`src/rtl/core/aols_pkg.sv`:
```
// shared types and constants for the audio onset and level statistics unit
package aols_pkg;

  localparam int SampleW = 16;
  localparam int OutCntW = 24;
  localparam int ThreshW = 15;
  localparam int WindowW = 16;

  localparam logic [ThreshW-1:0] ThreshReset = 15'd150;
  localparam logic [WindowW-1:0] WindowReset = 16'd300;
  localparam logic signed [SampleW-1:0] SampleMax = 16'sh7fff;
  localparam logic signed [SampleW-1:0] SampleMin = -16'sh8000;

  // register index, taken from paddr[2]
  localparam logic RegThreshold = 1'b0;
  localparam logic RegWindow    = 1'b1;

  typedef struct packed {
    logic signed [SampleW-1:0] sample;
    logic                      last;
  } item_t;

  typedef struct packed {
    logic [OutCntW-1:0]        sample_count;
    logic                      onset_found;
    logic [OutCntW-1:0]        onset_index;
    logic [SampleW-1:0]        attack_peak;
    logic [SampleW-1:0]        record_peak;
    logic signed [SampleW-1:0] min_sample;
    logic signed [SampleW-1:0] max_sample;
    logic [OutCntW-1:0]        clipped_count;
  } result_t;

  typedef struct packed {
    logic [ThreshW-1:0] threshold;
    logic [WindowW-1:0] window;
  } cfg_t;

endpackage

```
`src/rtl/core/aols_in_stage.sv`:
```
// input register holding one sample item until the statistics stage takes it
module aols_in_stage
  import aols_pkg::*;
(
  input  logic  clk_i,
  input  logic  rst_ni,
  input  logic  in_valid_i,
  output logic  in_ready_o,
  input  item_t in_item_i,
  input  logic  step_i,
  output logic  stg_valid_o,
  output item_t stg_item_o
);

  logic  valid_q, valid_d;
  item_t item_q;
  logic  take;

  assign in_ready_o = !valid_q || step_i;
  assign take       = in_valid_i && in_ready_o;
  assign valid_d    = take ? 1'b1 : (step_i ? 1'b0 : valid_q);

  always_ff @(posedge clk_i or negedge rst_ni) begin
    if (!rst_ni) begin
      valid_q <= 1'b0;
    end else begin
      valid_q <= valid_d;
    end
  end

  always_ff @(posedge clk_i) begin
    if (take) begin
      item_q <= in_item_i;
    end
  end

  assign stg_valid_o = valid_q;
  assign stg_item_o  = item_q;

  assert property (@(posedge clk_i) disable iff (!rst_ni)
    (valid_q && !step_i) |=> (valid_q && $stable(item_q)))
    else $error("held item lost or changed");

  assert property (@(posedge clk_i) disable iff (!rst_ni)
    (!valid_q) |-> in_ready_o)
    else $error("empty stage not ready");

  assert property (@(posedge clk_i) disable iff (!rst_ni)
    (take && !step_i && valid_q) |-> 1'b0)
    else $error("item taken over an unprocessed one");

endmodule

```
`src/rtl/core/aols_stats.sv`:
```
// record state: count, extremes, clip tally, onset and onset window peak
module aols_stats
  import aols_pkg::*;
#(
  parameter int COUNT_BITS = 24
) (
  input  logic    clk_i,
  input  logic    rst_ni,
  input  logic    step_i,
  input  item_t   item_i,
  input  cfg_t    cfg_i,
  output result_t result_o
);

  logic [COUNT_BITS-1:0]     cnt_q, cnt_d, clip_q, clip_d, pos_q, pos_d;
  logic                      seen_q, seen_d;
  logic [WindowW-1:0]        wl_q, wl_d, wl_sel;
  logic [SampleW-1:0]        wpk_q, wpk_d;
  logic signed [SampleW-1:0] min_q, min_d, max_q, max_d;
  logic [SampleW-1:0]        mag;
  logic                      found_now;
  logic signed [SampleW:0]   neg_min, max_ext, peak;

  always_comb begin
    mag       = item_i.sample[SampleW-1] ? SampleW'(~item_i.sample + 1'b1)
                                         : item_i.sample;
    found_now = !seen_q && (mag > {1'b0, cfg_i.threshold});

    min_d  = (item_i.sample < min_q) ? item_i.sample : min_q;
    max_d  = (item_i.sample > max_q) ? item_i.sample : max_q;
    clip_d = clip_q;
    if ((item_i.sample == SampleMax || item_i.sample == SampleMin) && clip_q != '1) begin
      clip_d = clip_q + 1'b1;
    end

    seen_d = seen_q || found_now;
    pos_d  = found_now ? cnt_q : pos_q;
    wl_sel = found_now ? cfg_i.window : wl_q;
    wl_d   = wl_sel;
    wpk_d  = wpk_q;
    if (seen_d && wl_sel != '0) begin
      if (mag > wpk_q) begin
        wpk_d = mag;
      end
      wl_d = wl_sel - 1'b1;
    end

    cnt_d = (cnt_q != '1) ? cnt_q + 1'b1 : cnt_q;

    // overall peak is max(max, -min), up to 32768
    neg_min = -{min_d[SampleW-1], min_d};
    max_ext = {max_d[SampleW-1], max_d};
    peak    = (max_ext > neg_min) ? max_ext : neg_min;

    result_o.sample_count  = OutCntW'(cnt_d);
    result_o.onset_found   = seen_d;
    result_o.onset_index   = seen_d ? OutCntW'(pos_d) : '0;
    result_o.attack_peak   = seen_d ? wpk_d : '0;
    result_o.record_peak   = peak[SampleW-1:0];
    result_o.min_sample    = min_d;
    result_o.max_sample    = max_d;
    result_o.clipped_count = OutCntW'(clip_d);
  end

  always_ff @(posedge clk_i or negedge rst_ni) begin
    if (!rst_ni) begin
      cnt_q  <= '0;
      clip_q <= '0;
      pos_q  <= '0;
      seen_q <= 1'b0;
      wl_q   <= '0;
      wpk_q  <= '0;
      min_q  <= SampleMax;
      max_q  <= SampleMin;
    end else if (step_i) begin
      if (item_i.last) begin
        // record done, start a fresh one
        cnt_q  <= '0;
        clip_q <= '0;
        pos_q  <= '0;
        seen_q <= 1'b0;
        wl_q   <= '0;
        wpk_q  <= '0;
        min_q  <= SampleMax;
        max_q  <= SampleMin;
      end else begin
        cnt_q  <= cnt_d;
        clip_q <= clip_d;
        pos_q  <= pos_d;
        seen_q <= seen_d;
        wl_q   <= wl_d;
        wpk_q  <= wpk_d;
        min_q  <= min_d;
        max_q  <= max_d;
      end
    end
  end

  assert property (@(posedge clk_i) disable iff (!rst_ni)
    (cnt_q != '0) |-> (min_q <= max_q))
    else $error("record minimum above maximum");

  assert property (@(posedge clk_i) disable iff (!rst_ni)
    (wl_q != '0 || wpk_q != '0) |-> seen_q)
    else $error("onset window active without onset");

  assert property (@(posedge clk_i) disable iff (!rst_ni)
    (step_i && item_i.last) |=> (cnt_q == '0 && !seen_q && clip_q == '0))
    else $error("record state not cleared after last item");

  assert property (@(posedge clk_i) disable iff (!rst_ni)
    (clip_q <= cnt_q))
    else $error("clip tally above sample count");

endmodule

```
`src/rtl/core/aols_out_stage.sv`:
```
// result register; holds a finished result until the receiver takes it
module aols_out_stage
  import aols_pkg::*;
(
  input  logic    clk_i,
  input  logic    rst_ni,
  input  logic    load_i,
  input  result_t result_i,
  output logic    can_load_o,
  output logic    out_valid_o,
  input  logic    out_ready_i,
  output result_t result_o
);

  logic    valid_q, valid_d;
  result_t res_q;

  assign can_load_o = !valid_q || out_ready_i;
  assign valid_d    = load_i ? 1'b1 : (out_ready_i ? 1'b0 : valid_q);

  always_ff @(posedge clk_i or negedge rst_ni) begin
    if (!rst_ni) begin
      valid_q <= 1'b0;
    end else begin
      valid_q <= valid_d;
    end
  end

  always_ff @(posedge clk_i) begin
    if (load_i) begin
      res_q <= result_i;
    end
  end

  assign out_valid_o = valid_q;
  assign result_o    = res_q;

  assert property (@(posedge clk_i) disable iff (!rst_ni)
    load_i |-> can_load_o)
    else $error("result overwritten before it was taken");

  assert property (@(posedge clk_i) disable iff (!rst_ni)
    load_i |=> (valid_q && res_q == $past(result_i)))
    else $error("loaded result not presented");

  assert property (@(posedge clk_i) disable iff (!rst_ni)
    (valid_q && !out_ready_i) |=> valid_q)
    else $error("stalled result dropped");

endmodule

```
`src/rtl/core/audio_onset_and_level_stats_unit.sv`:
```
// top level of the audio onset and level statistics unit
//
// Samples come in on a valid/ready channel (sample_i, last_i); a record ends
// with the item that has last_i high. For each record exactly one result
// leaves on the output valid/ready channel: sample count, onset flag, onset
// index, peak within the onset window, overall peak, minimum, maximum and
// clipped-sample count. Non-last items produce no result.
// An item is registered in the input register at acceptance; a non-last
// item is processed the next cycle, a last item once the result register
// can load. Throughput: one item per cycle while no last item is held back,
// set by the single statistics update between the two registers.
// When the receiver stalls, the finished result waits in the result register
// while further samples of the next record keep flowing; only a second last
// item is held back until the waiting result is taken.
// Configuration: APB write at 0x0 sets the silence threshold, at 0x4 the onset
// window; write only while idle. Reset (rst_ni low) clears the record state,
// empties both registers and restores threshold 150 and window 300.
module audio_onset_and_level_stats_unit
  import aols_pkg::*;
#(
  parameter int COUNT_BITS = 24
) (
  input  logic                      clk_i,
  input  logic                      rst_ni,
  input  logic                      psel,
  input  logic                      penable,
  input  logic                      pwrite,
  input  logic [2:0]                paddr,
  input  logic [31:0]               pwdata,
  output logic [31:0]               prdata,
  output logic                      pready,
  input  logic                      in_valid_i,
  output logic                      in_ready_o,
  input  logic signed [SampleW-1:0] sample_i,
  input  logic                      last_i,
  output logic                      out_valid_o,
  input  logic                      out_ready_i,
  output logic [OutCntW-1:0]        sample_count_o,
  output logic                      onset_found_o,
  output logic [OutCntW-1:0]        onset_index_o,
  output logic [SampleW-1:0]        attack_peak_o,
  output logic [SampleW-1:0]        record_peak_o,
  output logic signed [SampleW-1:0] min_sample_o,
  output logic signed [SampleW-1:0] max_sample_o,
  output logic [OutCntW-1:0]        clipped_count_o
);

  cfg_t    cfg_q;
  item_t   in_item, stg_item;
  logic    stg_valid, step, can_load, load, cfg_wr;
  result_t stats_res, out_res;

  // configuration registers
  assign pready = 1'b1;
  assign cfg_wr = psel && penable && pwrite;

  always_ff @(posedge clk_i or negedge rst_ni) begin
    if (!rst_ni) begin
      cfg_q.threshold <= ThreshReset;
      cfg_q.window    <= WindowReset;
    end else if (cfg_wr) begin
      case (paddr[2])
        RegThreshold: cfg_q.threshold <= pwdata[ThreshW-1:0];
        RegWindow:    cfg_q.window    <= pwdata[WindowW-1:0];
        default: ;
      endcase
    end
  end

  always_comb begin
    case (paddr[2])
      RegThreshold: prdata = 32'(cfg_q.threshold);
      RegWindow:    prdata = 32'(cfg_q.window);
      default:      prdata = '0;
    endcase
  end

  // a last item waits only while an earlier result is still unread
  assign in_item.sample = sample_i;
  assign in_item.last   = last_i;
  assign step = stg_valid && (!stg_item.last || can_load);
  assign load = step && stg_item.last;

  aols_in_stage u_in_stage (
    .clk_i       (clk_i),
    .rst_ni      (rst_ni),
    .in_valid_i  (in_valid_i),
    .in_ready_o  (in_ready_o),
    .in_item_i   (in_item),
    .step_i      (step),
    .stg_valid_o (stg_valid),
    .stg_item_o  (stg_item)
  );

  aols_stats #(
    .COUNT_BITS (COUNT_BITS)
  ) u_stats (
    .clk_i    (clk_i),
    .rst_ni   (rst_ni),
    .step_i   (step),
    .item_i   (stg_item),
    .cfg_i    (cfg_q),
    .result_o (stats_res)
  );

  aols_out_stage u_out_stage (
    .clk_i       (clk_i),
    .rst_ni      (rst_ni),
    .load_i      (load),
    .result_i    (stats_res),
    .can_load_o  (can_load),
    .out_valid_o (out_valid_o),
    .out_ready_i (out_ready_i),
    .result_o    (out_res)
  );

  assign sample_count_o  = out_res.sample_count;
  assign onset_found_o   = out_res.onset_found;
  assign onset_index_o   = out_res.onset_index;
  assign attack_peak_o   = out_res.attack_peak;
  assign record_peak_o   = out_res.record_peak;
  assign min_sample_o    = out_res.min_sample;
  assign max_sample_o    = out_res.max_sample;
  assign clipped_count_o = out_res.clipped_count;

  assert property (@(posedge clk_i) disable iff (!rst_ni)
    (stg_valid && !stg_item.last) |-> step)
    else $error("non-last item stalled");

  assert property (@(posedge clk_i) disable iff (!rst_ni)
    (stg_valid && stg_item.last && out_valid_o && !out_ready_i) |-> !in_ready_o)
    else $error("input taken while last item blocked");

  assert property (@(posedge clk_i) disable iff (!rst_ni)
    out_valid_o |-> (onset_found_o || (onset_index_o == '0 && attack_peak_o == '0)))
    else $error("onset fields set without onset");

endmodule
```
`config.mk`:
```
export PLATFORM = sky130hd
export DESIGN_NAME = audio_onset_and_level_stats_unit
export DESIGN_NICKNAME = d
export VERILOG_FILES = /design/src/rtl/core/aols_pkg.sv /design/src/rtl/core/aols_in_stage.sv /design/src/rtl/core/aols_stats.sv /design/src/rtl/core/aols_out_stage.sv /design/src/rtl/core/audio_onset_and_level_stats_unit.sv
export SDC_FILE = /design/constraint.sdc
export NUM_CORES = 1
export LEC_CHECK = 0
export BUFFER_PORTS_ARGS = -buffer_cell sky130_fd_sc_hd__buf_2
export CAP_MARGIN = 20
export CORE_MARGIN = 2
export CORE_UTILIZATION = 45
export CTS_CLUSTER_SIZE = 12
export DETAILED_ROUTE_END_ITERATION = 16
export GPL_ROUTABILITY_DRIVEN = 0
export GPL_TIMING_DRIVEN = 0
export MAX_ROUTING_LAYER = met4
export SLEW_MARGIN = 10
export SYNTH_ARGS = -nofsm -noshare
export SYNTH_HDL_FRONTEND = slang
export SYNTH_HIERARCHICAL = 1
export SYNTH_SLANG_ARGS = --single-unit
```
`constraint.sdc`:
```
create_clock -name clk_i -period 11.4 [get_ports clk_i]
set_input_delay 3.42 -clock clk_i [delete_from_list [all_inputs] [get_ports clk_i]]
set_output_delay 3.42 -clock clk_i [all_outputs]
set_load 0.01 [all_outputs]
```
-- Word-level counts from Yosys, hierarchy flattened
Index checks and enable logic that the tools add are counted.
- memory bits (writable): 0
- word-level logic and storage cells: 84
- ROM bits: 0
- latch bits: 0
- bits of input ports: 59
- flip-flop bits (word level): 324
- memories: 0
- shift operators: 0
- div/mod/pow operators: 0
- muxes and demuxes: 24
- add/sub/neg operators: 5
- bitwise logic cells: 2
- reduce and logical (&&, ||, !) cells: 22
- eq/ne operators: 4
- $mul: 0
- $lt $le $gt $ge: 5
- operators by type and width (kind ; count):
    $mux W16 ; 12
    $mux W24 ; 6
    $pmux W32 S2 ; 1
    $add A24 B1 Y24 const B ; 2
    $ne A24 B24 Y1 const B ; 2
    $eq A16 B16 Y1 const B ; 2
    $gt A16 B16 Y1 ; 2
    $gt A16 B17 Y1 ; 1
    $neg A17 Y17 ; 1
    $add A16 B1 Y16 const B ; 1
    $gt A16 B15 Y1 ; 1
    $lt A16 B16 Y1 ; 1
    $not A16 Y16 ; 1
    $reduce_bool A16 Y1 ; 1
    $sub A16 B1 Y16 const B ; 1
    $logic_and A1 B1 Y1 ; 8
    $logic_or A1 B1 Y1 ; 5
    $mux W1 ; 5
    $logic_not A1 Y1 ; 4
    $reduce_and A2 Y1 ; 2
    $reduce_bool A2 Y1 ; 2
    $not A1 Y1 ; 1

-- Logic depth before layout (Yosys ltp)
Gate-level depths: netlist of the first run.
- word-level depth: 10
- depth in mapped cells: 28

-- By module
Netlist of the first run, hierarchy kept.
- by module, submodules not included (module ; times used ; area an instance (sq um) ; cells an instance):
    aols_stats ; 1 ; 11496.0 ; 1401
    aols_out_stage ; 1 ; 4161.5 ; 140
    audio_onset_and_level_stats_unit ; 1 ; 1586.5 ; 106
    aols_in_stage ; 1 ; 564.3 ; 21

-- Worst setup path after synthesis of the first run
Ideal clock, no wire load.
- path kind: input to output
- start point: in paddr[2]
- end point: out prdata[10]
- arrival time: 4.111 ns
- setup slack: 3.869 ns
- stages on the path: 3
- path buffers: 2
- cell sequence: buf_6 > buf_2 > mux2_2
- word-level cells in the longest chain between the ends: 2
- RTL lines (element ; line ; source):
    start, declared ; audio_onset_and_level_stats_unit.sv:28 ; input logic [2:0] paddr,
    $not A1 Y1 (no source line) ; - ;
    $pmux W32 S2 (*) ; audio_onset_and_level_stats_unit.sv:71 ; case (paddr[2])
    end, declared ; audio_onset_and_level_stats_unit.sv:30 ; output logic [31:0] prdata,
Mark *: on every way between the ends. The rest lies on a longest branch, timed or not. The select of a mux whose other input is x is not followed.

==> flow_metrics.env, run 1 <==
export IMPL_globalRouteOverflowTotal=0
export IMPL_fin_tns_setup_ps=0
export IMPL_htreeDepth=2
export IMPL_max_cap_violations=0
export IMPL_fp_dieW_um=202.9
export IMPL_drtPass1Iterations=6
export IMPL_ys_flop_type="edfxtp_1"
export IMPL_post_route_util_pct=53.43
export IMPL_rows=72
export IMPL_synth_distinct_cells=86
export IMPL_post_cts_setup_buffers=0
export IMPL_clock_latency_ps=550
export IMPL_max_slew_margin_rel_pct=30.22
export IMPL_fin_cells=2465
export IMPL_period_share_pct=77.50
export IMPL_yosysWarnings=6
export IMPL_drv_slew=0
export IMPL_final_area_mm2=0.02074
export IMPL_synthTopCellsByArea="edfxtp_1 (26%), dfrtp_1 (21%), ha_1 (6.0%)"
export IMPL_r2r_cells=27
export IMPL_synth_area_mm2=0.01781
export IMPL_hold_viol_final=0
export IMPL_wl_per_cell_um=20.33
export IMPL_drc=0
export IMPL_yosys_area_top_type="edfxtp_1"
export IMPL_crit_path_end_kind="register"
export IMPL_hold_path_depth=1
export IMPL_grt_max_degree=95
export IMPL_cts_resized=0
export IMPL_numPortBuffers=194
export IMPL_reg2reg_setup_slack_ps=2570
export IMPL_finalCriticalPeriod_ps=8834
export IMPL_initial_core_util_pct=45.87
export IMPL_min_from="u_stats/pos_q[0]"
export IMPL_viasPerCell=5.678
export IMPL_cts_tree="yes"
export IMPL_start_kind="register"
export IMPL_grt_util_all_layers_pct=25.08
export IMPL_clock_skew_ps=15.55
export IMPL_synth_edf_count=154
export IMPL_cts_root_buf="clkbuf_16"
export IMPL_path_class="register to register"
export IMPL_tightest_slew_ps=1042
export IMPL_core_mm2=0.03883
export IMPL_rr_startpoint="u_stats/min_q[11]"
export IMPL_grt_pass1_vias=13553
export IMPL_fp_dieH_um=202.9
export IMPL_dp_slack_ps=2816
export IMPL_dieArea_mm2=0.04118
export IMPL_worstPathArrival_ps=9090
export IMPL_numCtsBuffers=37
export IMPL_grt_pass1_wl_um=78160
export IMPL_r2r_end="u_out_stage/result_o[70]"
export IMPL_clk_pin_slew_ps=60
export IMPL_async_flop_share_pct=52.47
export IMPL_pin_count=231
export IMPL_drt_wl_total_um=50110
export IMPL_clock_sinks=324
export IMPL_place_area_mm2=0.01959
export IMPL_fin_nets=2066
export IMPL_fillers=3488
export IMPL_hpwl_um=36550
export IMPL_synthCells=1668
export IMPL_yosysTopAreaCellShare_pct=25.97
export IMPL_clock_fmax_mhz=113.2
export IMPL_setup_viol=0
export IMPL_power_density_mw_per_mm2=211.3
export IMPL_dp_cells=2399
export IMPL_ir_drop_uv=104.8
export IMPL_hold_end="u_stats/pos_q[0]"
export IMPL_cts_hold_buffers_added=0
export IMPL_setup_ws_ps=2566
export IMPL_drive_gt1_share_pct=20.03
export IMPL_cp_max_fo=10
export IMPL_diodes=0
export IMPL_vias=13997
export IMPL_ys_seq_area_share_pct=50.02
export IMPL_clockBufferDepth=3
export IMPL_drtIter0Drc=1237
export IMPL_antenna_found_initial=0
export IMPL_status="finished, final reports clean"
export IMPL_rsz0062_at_grt="no"
export IMPL_ant_nets=0
export IMPL_syn_avg_cell_area_um2=10.68
export IMPL_area_growth_pct=16.49
export IMPL_hold_class="register to register"
export IMPL_ys_seq_elements=324
export IMPL_critPathRequiredTime_ps=11660
export IMPL_total_leakage_power_nw=8.790
==> flip-flops by register name, summed over array words and instances, names as in the netlist <==
signal                   cells
u_stats/wpk_q               16
u_stats/wl_q                16
u_out_stage/out_valid_o      1
u_stats/seen_q               1
cfg_q                       31
u_stats/pos_q               24
u_stats/clip_q              24
u_in_stage/stg_valid_o       1
u_stats/min_q               16
u_in_stage/stg_item_o       17
u_stats/max_q               16
u_stats/cnt_q               24
u_out_stage/result_o       137
==> final cells by class <==
class	instances	area (um2)	share of cell area, %
inverter	102	382.9	1.846
timing repair buffer	199	1079	5.199
buffer	120	569.3	2.744
tap	518	648.1	3.124
clock inverter	9	110.1	0.5308
multi-input combinational	1137	8009	38.61
clock buffer	56	1039	5.006
sequential	324	8909	42.94
==> worst max-delay path by stage <==
stage	from	endpoint	slack, ps	depth (start not counted)
2_1_floorplan	paddr[2]	prdata[10]	3870	3
3_5_place_dp	u_stats/min_q[11]	u_out_stage/result_o[64]	2820	27
4_1_cts	u_stats/min_q[11]	u_out_stage/result_o[65]	2790	27
5_1_grt	u_stats/min_q[11]	u_out_stage/result_o[65]	1920	27
6_report	u_stats/min_q[11]	u_out_stage/result_o[70]	2570	27
3_3_place_gp	out_ready_i	u_out_stage/out_valid_o	2480	4
==> cells in the final DEF, fill, tap and decap left out, drive strengths merged, types with 12 or more instances in the layout <==
cell     Yosys  layout
a21oi       89      89
a22o        21      21
a22oi       30      30
a31oi       12      12
and3        19      19
buf         34     233
clkbuf      86     142
conb         2      17
dfrtp      146     146
dfstp       24      24
edfxtp     154     154
ha          86      86
inv        101     101
mux2        63      63
mux2i       56      56
nand2      134     134
nand3       27      27
nand4       27      27
nor2       113     113
nor2b       13      13
nor3        34      34
nor4        12      12
o21ai       73      73
o22ai       35      35
o2bb2ai     42      42
o31ai       17      17
or3         18      18
xnor2       68      68
xor2        18      18
==> synthesized netlist by cell type (5+ instances only) <==
| library cell | count |
|---|---|
| mux2i_1 | 56 |
| mux2_2 | 52 |
| a211oi_1 | 5 |
| mux2_4 | 10 |
| clkbuf_1 | 84 |
| nor4_1 | 12 |
| nor2_1 | 113 |
| o31ai_1 | 15 |
| or4_1 | 9 |
| a21o_1 | 10 |
| and2_1 | 7 |
| o21ai_0 | 70 |
| o22ai_1 | 35 |
| o221ai_1 | 5 |
| nand3_1 | 27 |
| nor2b_1 | 13 |
| xor2_1 | 18 |
| xnor2_1 | 68 |
| o2bb2ai_1 | 42 |
| dfstp_2 | 24 |
| and4_1 | 7 |
| o21a_1 | 6 |
| nand2_1 | 134 |
| a22o_1 | 21 |
| ha_1 | 86 |
| nand4_1 | 26 |
| and3_1 | 19 |
| dfrtp_1 | 146 |
| nor3_1 | 33 |
| buf_2 | 8 |
| nand2b_1 | 8 |
| a21oi_1 | 87 |
| edfxtp_1 | 154 |
| a31oi_1 | 12 |
| inv_1 | 100 |
| or3_1 | 18 |
| buf_4 | 20 |
| a22oi_1 | 30 |
==> metrics by stage <==
stage	hold slack, ps	total power, mW
after detailed placement	496.9	3.220
final	515.3	4.383
after floorplan	473.4	2.696
after global placement	493.4	3.183
after global routing	536.4	4.647
after CTS	515.5	4.395
==> power breakdown <==
| part | switching [mW] | leakage [nW] | internal, mW |
|---|---|---|---|
| sequential | 0.132 | 3.67 | 1.48 |
| combinational | 1.01 | 4.58 | 0.613 |
| clock | 0.477 | 0.546 | 0.676 |
==> kinds of logic (layout without fill, tap and decap cells) <==
family | after synthesis | count (layout) | share of synthesized area [%]
other cells | 2 | 17 | 0.04217
compound gates | 378 | 378 | 14.30
fa+ha+maj | 86 | 86 | 6.042
buf+inv | 222 | 486 | 5.347
xor+xnor | 86 | 86 | 4.230
mux | 119 | 119 | 7.342
simple gates | 451 | 451 | 12.67
flops | 324 | 324 | 50.02
==> layer usage <==
layer  vias up  global-route usage (%)  share of wire (%)
li1       6566                       -                  -
met1      6834                   34.08                 45
met2       508                   38.91                 46
met3        89                   3.804                6.3
met4         0                   7.716                2.9
met5         -                       -                  0
==> critical path, stage by stage (launching register included) <==
cell and delay, ps:
dfstp_2 560, inv_1 90, ha_1 320, a21oi_1 140, o21ai_0 200, a2111oi_0 430, o41ai_1 170, a21oi_1 180
mux2i_1 610, buf_4 290, clkbuf_1 530, mux2i_1 500, ha_1 220, clkbuf_1 320, nand4_1 350, nor4_1 340
xnor2_1 170, nor2_1 50, a21oi_1 310, ha_1 320, a21o_1 180, a21oi_1 140, nor2b_1 60, o21ai_0 220
nand4_1 120, a31oi_1 850, clkbuf_1 660, mux2i_1 190
(Power assumes the default switching activity.)
==> inputs of run 2 (changes only) <==
clock period = 9 ns   (was 11.4 ns; I/O delays follow)
==> flow_metrics.env, run 2 (same netlist as run 1, synthesis figures left out) <==
export IMPL_htreeDepth=2
export IMPL_multi_input_comb_area_mm2=0.008015
export IMPL_largest_reg_flops=137
export IMPL_pwr_share_comb_pct=37.0
export IMPL_power_density_mw_per_mm2=267.7
export IMPL_seqPwrFrac_pct=36.7
export IMPL_max_cap_violations=0
export IMPL_fin_tns_setup_ps=0
export IMPL_crit_path_end_kind="register"
export IMPL_finalCriticalPeriod_ps=8226
export IMPL_switching_share_pct=36.89
export IMPL_final_cell_mix="buf_2 (201), edfxtp_1 (154), dfrtp_1 (146), nand2_1 (134), nor2_1 (113)"
export IMPL_total_power_mw=5.555
export IMPL_clock_sinks=324
export IMPL_fin_nets=2066
export IMPL_diodes=0
export IMPL_drtPass1Iterations=7
export IMPL_grt_pass1_vias=13553
export IMPL_reg2reg_setup_slack_ps=770
export IMPL_r2r_cells=27
export IMPL_setup_viol=0
export IMPL_final_common_cell="buf_2"
export IMPL_status="finished, final reports clean"
export IMPL_dieArea_mm2=0.04118
export IMPL_dr_max_layer_used="met4"
export IMPL_final_seq_area_mm2=0.008909
export IMPL_drv_slew=0
export IMPL_path_class="register to register"
export IMPL_antenna_found_initial=0
export IMPL_r2r_end="u_out_stage/result_o[70]"
export IMPL_hold_end="u_stats/pos_q[0]"
export IMPL_drt_wl_total_um=50060
export IMPL_fp_dieH_um=202.9
export IMPL_wl_per_cell_um=20.31
export IMPL_rr_startpoint="u_stats/min_q[9]"
export IMPL_total_leakage_power_nw=8.793
export IMPL_power_switching_mw=2.049
export IMPL_pwr_share_clk_pct=26.3
export IMPL_grt_util_all_layers_pct=25.08
export IMPL_hold_viol_final=0
export IMPL_max_slew_margin_rel_pct=39.91
export IMPL_drc=0
export IMPL_clockBufferDepth=3
export IMPL_globalRouteOverflowTotal=0
export IMPL_hold_path_depth=1
export IMPL_met2WireLength_um=23190
export IMPL_rsz0062_at_grt="no"
export IMPL_clock_skew_ps=16.17
export IMPL_hpwl_um=36550
export IMPL_grt_max_degree=95
export IMPL_cts_root_buf="clkbuf_16"
export IMPL_ir_drop_uv=132.8
export IMPL_grt_pass1_wl_um=78160
export IMPL_numPortBuffers=194
export IMPL_met1_length_um=22270
export IMPL_vias=14029
export IMPL_tightest_slew_ps=901.3
export IMPL_viasPerCell=5.691
export IMPL_clock_latency_ps=550
export IMPL_area_growth_pct=16.53
export IMPL_drive_gt1_share_pct=20.13
export IMPL_min_from="u_stats/pos_q[0]"
export IMPL_worstPathArrival_ps=8610
export IMPL_pin_count=231
export IMPL_initial_core_util_pct=45.87
export IMPL_critPathRequiredTime_ps=9380
export IMPL_cp_max_fo=10
export IMPL_fp_dieW_um=202.9
export IMPL_ant_nets=0
export IMPL_clock_fmax_mhz=121.6
export IMPL_start_kind="register"
export IMPL_numCtsBuffers=37
export IMPL_clk_pin_slew_ps=60
export IMPL_fillers=3488
export IMPL_hold_class="register to register"
export IMPL_period_share_pct=91.40
export IMPL_dr_wl_met3_um=3150
export IMPL_drtIter0Drc=1204
export IMPL_rows=72
export IMPL_intPower_mw=3.505
export IMPL_hold_ws_ps=514.7
export IMPL_core_mm2=0.03883
export IMPL_cts_tree="yes"
[run 2: cell count changes in the layout (fill, tap and decap cells not counted)]
cell and delta:
clkbuf_1 -1, clkbuf_2 +1, a31oi_1 -1, a31oi_2 +1
[run 2: what timing repair did]
action / 4_1_cts / 5_1_grt
hold buffers: 0 / 0
endpoints found under the hold margin: 0 / 0
gates resized for setup: 0 / 3
buffers inserted: 0 / 0
setup endpoints to repair: 0 / 10
[run 2: worst max-delay path by stage]
stage	end	depth (start not counted)	start	slack [ps]
floorplan	u_out_stage/result_o[61]	26	u_stats/min_q[11]	2370
global route	u_out_stage/result_o[62]	27	u_stats/min_q[11]	90
CTS	u_out_stage/result_o[65]	27	u_stats/min_q[11]	390
finish	u_out_stage/result_o[70]	27	u_stats/min_q[9]	770
detailed placement	u_out_stage/result_o[64]	27	u_stats/min_q[11]	420
global placement	u_out_stage/result_o[65]	26	u_stats/min_q[11]	270
[run 2: stage by stage]
stage               util (%)  setup slack (ps)  instances  cell area, um2
floorplan                  -              2373       1683           17860
global placement       50.18             273.5       2395           19480
detailed placement     50.45             415.9       2399           19590
CTS                    53.41             387.9       2464           20740
global route           53.45             94.86       2465           20750
finish                 53.45             773.7       2465           20750
[run 2: power by group through the flow]
stage / Combinational [mW] / Clock, mW / Sequential [mW]
3_3_place_gp: 1.97 / 0 / 2.07
4_1_cts: 2.03 / 1.50 / 2.04
5_1_grt: 2.28 / 1.55 / 2.07
3_5_place_dp: 2.02 / 0 / 2.06
6_report: 2.06 / 1.46 / 2.04
2_1_floorplan: 1.35 / 0 / 2.06
[run 2: metal layers]
layer | vias up | GRT usage [%]
met2 | 500 | 38.91
li1 | 6572 | -
met3 | 88 | 3.804
met4 | 0 | 7.716
met5 | - | -
met1 | 6869 | 34.08
[run 2: cell type report]
class	count	area share (%)
clock buffer	56	5.004
inverter	102	1.845
tap	518	3.123
sequential	324	42.93
buffer	120	2.749
clock inverter	9	0.5306
timing repair buffer	199	5.197
multi-input combinational	1137	38.62
[run 2: critical path, cell delays in order, from the launching register on]
cell and delay, ps:
dfstp_2 540, inv_1 90, ha_1 310, a21oi_1 150, o21ai_0 220, a2111oi_0 440, o41ai_1 170, a21oi_1 180
mux2i_1 590, buf_4 290, clkbuf_1 520, mux2i_1 510, ha_1 220, clkbuf_1 320, nand4_1 330, nor4_1 330
xnor2_1 170, nor2_1 50, a21oi_1 310, ha_1 320, a21o_1 180, a21oi_1 140, nor2b_1 60, o21ai_0 220
nand4_1 150, a31oi_2 540, clkbuf_2 440, mux2i_1 260
